## config.mk

```make
export PLATFORM = sky130hd
export DESIGN_NAME = qstv_regs
export DESIGN_NICKNAME = d
export VERILOG_FILES = /design/src/qstv_pkg.sv /design/src/qstv_regs.sv
export SDC_FILE = /design/constraint.sdc
export NUM_CORES = 1
export LEC_CHECK = 0
export ABC_CLOCK_PERIOD_IN_PS = 3400
export CAP_MARGIN = 10
export CORE_UTILIZATION = 25
export DETAILED_ROUTE_END_ITERATION = 8
export DONT_BUFFER_PORTS = 1
export GPL_ROUTABILITY_DRIVEN = 0
export PLACE_DENSITY = 0.46
export SLEW_MARGIN = 40
export SYNTH_ARGS = -nofsm -noshare
export SYNTH_HDL_FRONTEND = slang
export SYNTH_SLANG_ARGS = --single-unit
```

## constraint.sdc

```tcl
create_clock -name clk -period 3.4 [get_ports clk]
set_input_delay 0.85 -clock clk [delete_from_list [all_inputs] [get_ports clk]]
set_output_delay 0.85 -clock clk [all_outputs]
set_load 0.02 [all_outputs]
```

## src/qstv_pkg.sv

```systemverilog
package qstv_pkg;

  localparam int VEC_W    = 32;
  localparam int ROT_W    = 16;
  localparam int SCL_W    = 16;
  localparam int OFF_W    = 32;
  localparam int CFG_W    = 48;
  localparam int IDX_W    = 3;
  localparam int AXES     = 3;

  localparam int FRAC_S   = 8;
  localparam int FRAC_Q   = 14;

  // intermediate widths, sized from operand ranges
  localparam int PROD_S_W = VEC_W + SCL_W;
  localparam int P_W      = 40;
  localparam int QP_W     = 56;
  localparam int T_W      = 42;
  localparam int QT_W     = 58;
  localparam int U_W      = 44;
  localparam int WT_W     = 43;
  localparam int SUM_W    = 48;

  localparam int STAGES   = 7;

  localparam int NXT1 [AXES] = '{1, 2, 0};
  localparam int NXT2 [AXES] = '{2, 0, 1};

  typedef enum logic [IDX_W-1:0] {
    REG_ROT_W    = 3'd0,
    REG_ROT_X    = 3'd1,
    REG_ROT_Y    = 3'd2,
    REG_ROT_Z    = 3'd3,
    REG_SCALE    = 3'd4,
    REG_OFFSET_X = 3'd5,
    REG_OFFSET_Y = 3'd6,
    REG_OFFSET_Z = 3'd7
  } reg_idx_t;

  typedef enum logic {
    CMD_POINT     = 1'b0,
    CMD_DIRECTION = 1'b1
  } cmd_t;

  typedef struct packed {
    logic [ROT_W-1:0]            rot_w;
    logic [AXES-1:0][ROT_W-1:0]  rot_q;
    logic [AXES-1:0][SCL_W-1:0]  scale;
    logic [AXES-1:0][OFF_W-1:0]  offset;
  } cfg_t;

  localparam logic [ROT_W-1:0] ROT_W_RESET = 16'd16384;
  localparam logic [SCL_W-1:0] SCALE_ONE   = 16'h0100;

endpackage

```

## src/qstv_regs.sv

```systemverilog
module qstv_regs (
  input  logic                          clk,
  input  logic                          rst,
  input  logic                          cfg_we,
  input  logic [qstv_pkg::IDX_W-1:0]    cfg_index,
  input  logic [qstv_pkg::CFG_W-1:0]    cfg_data,
  output qstv_pkg::cfg_t                cfg
);

  always_ff @(posedge clk) begin
    if (rst) begin
      cfg.rot_w  <= qstv_pkg::ROT_W_RESET;
      cfg.rot_q  <= '0;
      cfg.scale  <= {qstv_pkg::AXES{qstv_pkg::SCALE_ONE}};
      cfg.offset <= '0;
    end else if (cfg_we) begin
      unique case (qstv_pkg::reg_idx_t'(cfg_index))
        qstv_pkg::REG_ROT_W:    cfg.rot_w     <= cfg_data[qstv_pkg::ROT_W-1:0];
        qstv_pkg::REG_ROT_X:    cfg.rot_q[0]  <= cfg_data[qstv_pkg::ROT_W-1:0];
        qstv_pkg::REG_ROT_Y:    cfg.rot_q[1]  <= cfg_data[qstv_pkg::ROT_W-1:0];
        qstv_pkg::REG_ROT_Z:    cfg.rot_q[2]  <= cfg_data[qstv_pkg::ROT_W-1:0];
        qstv_pkg::REG_SCALE:    cfg.scale     <= cfg_data;
        qstv_pkg::REG_OFFSET_X: cfg.offset[0] <= cfg_data[qstv_pkg::OFF_W-1:0];
        qstv_pkg::REG_OFFSET_Y: cfg.offset[1] <= cfg_data[qstv_pkg::OFF_W-1:0];
        qstv_pkg::REG_OFFSET_Z: cfg.offset[2] <= cfg_data[qstv_pkg::OFF_W-1:0];
      endcase
    end
  end

endmodule
```

==> impl_metrics.py, run 1 <==
metrics = {
    "clocking": {
        "ctsHtreeMaxLevel": 1,
        "insertion_delay_ns": 0.51,
        "cts_sinks": 208,
        "clockRootBuffer": "clkbuf_16",
        "cts_hold_buf": 0,
        "clk_pin_slew_worst_paths_ns": 0.06,
        "post_cts_resized": 0,
        "postCtsSetupBuffers": 0,
        "numCtsBuffers": 25,
        "cts_tree": "built",
        "clock_path_buffers": 3,
    },
    "final_layout": {
        "layout_commonest_cell": "nand2b_1",
        "diodes": 0,
        "top_regs": "cfg: 208 flops",
        "largest_register": "cfg",
        "final_net_count": 774,
        "num-fill-cells": 3447,
        "area.growth.synth_to_final_pct": 13.5,
        "largest_reg_flops": 208,
        "layout_common_cells": "nand2b_1 (251), mux2i_1 (208), dfxtp_1 (208)",
        "layout-drive-gt1-share_pct": 6.52,
    },
    "setup_path": {
        "critPathKind": "reg2out",
        "cp_data_required_time_ns": 2.55,
        "worstPathMaxFanout": 2,
        "critPathCaptureType": "output port",
        "critPathLaunchType": "flip-flop",
        "worstPathArrival_ns": 1.03,
    },
    "global_routing": {
        "grt_pass1_wl_mm": 32.7,
        "grt_pass1_vias": 4950,
        "grt_max_degree": 260,
        "antenna_found_initial": 0,
        "overflow": 0,
        "grt_usage_pct": 12.8,
    },
    "route": {
        "dr.pass1.iters": 4,
        "ant_nets": 0,
        "drc_errors": 0,
        "drt_iter0_drc": 213,
        "routed_wirelength_mm": 22.3,
        "num_vias": 4976,
        "routedWlPerCell_um": 19.0,
        "via_per_inst": 4.22,
    },
    "floorplan": {
        "ioPinCount": 262,
        "fp-row-count": 66,
        "die_area_mm2": 0.0338,
        "chipWidth_um": 184,
        "start_util_pct": 25.4,
        "core_region_area_mm2": 0.0325,
        "die_height_um": 184,
    },
    "yosys": {
        "netlist_instances": 754,
        "ys_types": 16,
        "ys_seq_area_share_pct": 50.3,
        "synth-warning-count": 0,
        "syn_area_mm2": 0.00827,
        "synth-seq-cells": 208,
        "avgSynthCellArea_um2": 11.0,
        "syn_nets": 808,
    },
    "timing": {
        "min_period_ns": 1.88,
        "tightest_slew_ns": 0.694,
        "max_slew_margin_pct": 53.7,
        "worst_slack_ns": 1.52,
        "rsz0062_at_grt": "false",
        "fmax_mhz": 532,
        "drv_slew": 0,
        "setup_viol": 0,
        "final-hold-violation-count": 0,
        "setup-tns-final_ns": 0,
        "clock_skew_ns": 0,
        "min_period_over_period_pct": 55.3,
    },
    "power": {
        "finalPower_uw": 5420,
        "ir_worst_vdd_uv": 295,
        "p_leak_uw": 0.00416,
        "powerDensity_mw_per_mm2": 577,
    },
    "placement": {
        "port_buffers": 0,
        "hpwl_mm": 14.0,
        "pre_cts_ws_ns": 1.35,
    },
    "status": {
        "status": "completed",
    },
    "flow_run": {
        "cap_violations": 0,
    },
    "hold_path": {
        "hp-class": "in2reg",
    },
}
## path summary, 6_finish.rpt
| path | cells after the start | from | slack, ns | end |
|---|---|---|---|---|
| min | 2 | cfg_data[46] | 0.49 | cfg[142] |
| max reg2reg | 2 | cfg[127] | 2.59 | cfg[127] |
| max | 0 | cfg[127] | 1.52 | cfg[127] |
| min reg2reg | 2 | cfg[153] | 0.57 | cfg[153] |
## stage by stage
step	hold slack [ns]	util (%)	area [um2]	std cells
final	0.494	28.9	9390	1178
after detailed placement	0.565	26.4	8590	1135
after global placement	0.557	26.4	8590	1135
after CTS	0.464	28.9	9390	1178
after floorplan	0.546	-	8270	754
after global routing	0.474	28.9	9390	1178
## synthesized netlist by cell type
master / number / area [um2]
clkbuf_1: 30 / 113
and4b_1: 1 / 10.0
or4b_4: 1 / 13.8
buf_6: 2 / 22.5
buf_1: 12 / 45.0
dfxtp_1: 208 / 4160
nor4bb_1: 2 / 20.0
buf_4: 3 / 22.5
buf_12: 1 / 20.0
mux2i_1: 208 / 2080
nand4_1: 1 / 6.26
nand4bb_1: 2 / 22.5
nand2b_1: 251 / 1570
buf_2: 21 / 105
nand4b_1: 3 / 26.3
nor2_1: 8 / 30.0
## layout make-up
cell class | count | area, um2 | area share (%)
clock inverter | 8 | 96.3 | 1.03
tap | 442 | 553 | 5.89
sequential | 208 | 4160 | 44.4
multi-input combinational | 477 | 3810 | 40.6
clock buffer | 35 | 703 | 7.49
timing repair buffer | 8 | 60.1 | 0.640
## metal layers
layer / global-route usage, % / vias to the layer above / wire (um)
li1: - / 2396 / -
met3: 5.76 / 37 / 2440
met1: 15.6 / 2369 / 9530
met2: 20.1 / 174 / 9880
met5: 0 / - / 0
met4: 3.87 / 0 / 487
## cell families after synthesis
family                 Yosys count  synth area share, %
and+or+nand+nor                269                 20.5
muxes                          208                 25.2
DFF                            208                 50.3
buffers and inverters           69                 3.96
## where the power goes
| group | internal (uW) | switching [uW] | total [uW] | leakage [uW] |
|---|---|---|---|---|
| Clock | 1580 | 1020 | 2600 | 0.000392 |
| Sequential | 2490 | 111 | 2600 | 0.00168 |
| Combinational | 110 | 101 | 211 | 0.00208 |
| Total | 4190 | 1230 | 5420 | 0.00416 |
(Power assumes the default switching activity.)
==> run 2, diff against run 1 <==
ABC_CLOCK_PERIOD_IN_PS = 1900   (was 3400)
clock period = 1.9 ns   (was 3.4 ns; I/O delays follow)
==> impl_metrics.py, run 2 (synthesized netlist as in run 1, its figures left out) <==
metrics = {
    "clocking": {
        "clk_pin_slew_worst_paths_ns": 0.06,
        "clock_path_buffers": 3,
        "post_cts_resized": 0,
        "cts_hold_buf": 0,
        "numCtsBuffers": 25,
        "insertion_delay_ns": 0.50,
        "clockRootBuffer": "clkbuf_16",
        "cts_sinks": 208,
        "postCtsSetupBuffers": 0,
        "ctsHtreeMaxLevel": 1,
        "cts_tree": "built",
    },
    "setup_path": {
        "timing.rr.end": "cfg[174]",
        "critPathCaptureType": "output port",
        "crit-reg2reg-launch": "cfg[174]",
        "worstPathArrival_ns": 1.03,
        "setup.worst_path.start": "cfg[127]",
        "cp-endpoint": "cfg[127]",
        "r2r_setup_slack_ns": 1.10,
        "critPathLaunchType": "flip-flop",
        "reg2reg_depth": 2,
        "critPathKind": "reg2out",
        "cp_data_required_time_ns": 1.42,
        "worstPathMaxFanout": 2,
        "cp.depth": 0,
    },
    "power": {
        "seqPwrFrac_pct": 44.7,
        "ir_worst_vdd_uv": 545,
        "p_sw_share_pct": 21.5,
        "powerDensity_mw_per_mm2": 1090,
        "p_sw_uw": 2240,
        "p_leak_uw": 0.00425,
        "power_frac_clock_pct": 51.7,
        "internal_power_uw": 8180,
        "comb_power_share_pct": 3.7,
    },
    "floorplan": {
        "die_area_mm2": 0.0338,
        "chipWidth_um": 184,
        "fp-row-count": 66,
        "core_region_area_mm2": 0.0325,
        "die_height_um": 184,
        "start_util_pct": 25.4,
        "ioPinCount": 262,
    },
    "status": {
        "status": "completed",
    },
    "final_layout": {
        "layout_common_cells": "nand2b_1 (251), mux2i_1 (208), dfxtp_1 (208)",
        "fin_area_mm2": 0.00960,
        "final_net_count": 776,
        "diodes": 0,
        "largest_reg_flops": 208,
        "top_regs": "cfg: 208 flops",
        "layout-drive-gt1-share_pct": 7.57,
        "largest_register": "cfg",
        "area.growth.synth_to_final_pct": 16.0,
        "layout_commonest_cell": "nand2b_1",
        "instances_no_fill": 1182,
        "num-fill-cells": 3375,
    },
    "route": {
        "dr.pass1.iters": 4,
        "drt_iter0_drc": 178,
        "routed_wirelength_mm": 22.2,
        "routedWlPerCell_um": 18.8,
        "ant_nets": 0,
        "drc_errors": 0,
        "num_vias": 4928,
        "via_per_inst": 4.17,
    },
    "hold_path": {
        "hp-class": "in2reg",
    },
    "timing": {
        "clock_skew_ns": 0,
        "rsz0062_at_grt": "false",
        "min_period_over_period_pct": 79.3,
        "tightest_slew_ns": 0.519,
        "setup-tns-final_ns": 0,
        "final-hold-violation-count": 0,
        "worst_slack_ns": 0.394,
        "setup_viol": 0,
        "max_slew_margin_pct": 65.4,
        "fmax_mhz": 664,
        "min_period_ns": 1.51,
        "drv_slew": 0,
    },
    "placement": {
        "dp_cells": 1137,
        "hpwl_mm": 14.3,
        "dpl_cell_area_mm2": 0.00865,
        "port_buffers": 0,
        "pre_cts_ws_ns": 0.333,
    },
    "global_routing": {
        "grt_usage_pct": 12.7,
        "grt_pass1_wl_mm": 32.6,
        "grt_max_degree": 260,
        "grt_pass1_vias": 4881,
        "antenna_found_initial": 0,
        "overflow": 0,
    },
    "flow_run": {
        "cap_violations": 0,
    },
}
[run 2: power by group through the flow]
stage	clock network, uW	registers (uW)	logic (uW)
2_1_floorplan	0	4720	373
3_3_place_gp	0	4760	389
3_5_place_dp	0	4760	393
6_report	5390	4660	383
4_1_cts	5590	4660	396
5_1_grt	5780	4670	416
[run 2: area by class of cell]
class | count | area (um2) | share of cell area (%)
Tap cell | 442 | 553 | 5.76
Timing Repair Buffer | 10 | 125 | 1.30
Sequential cell | 208 | 4160 | 43.4
Multi-Input combinational cell | 477 | 3810 | 39.7
Clock inverter | 10 | 203 | 2.11
Clock buffer | 35 | 743 | 7.74
[run 2: worst min path at each step]
stage | startpoint | end | cells after the start
5_1_grt | cfg_data[36] | cfg[132] | 2
4_1_cts | cfg_data[36] | cfg[132] | 2
3_5_place_dp | cfg[57] | cfg[57] | 2
2_1_floorplan | cfg[156] | cfg[156] | 2
6_report | cfg_data[32] | cfg[128] | 2
3_3_place_gp | cfg[74] | cfg[74] | 2
[run 2: routing by layer]
metal	track usage [%]	wire, um
met2	20.9	10200
met3	5.59	2420
met4	3.03	253
met5	0	0
met1	15.0	9340
[run 2: metrics by stage]
stage               util, %  hold slack, ns  total power, uW
floorplan                 -           0.546             5090
detailed placement     26.6           0.564             5150
finish                 29.5           0.118            10400
global route           29.5          0.0849            10900
global placement       26.6           0.560             5150
CTS                    29.5          0.0838            10600
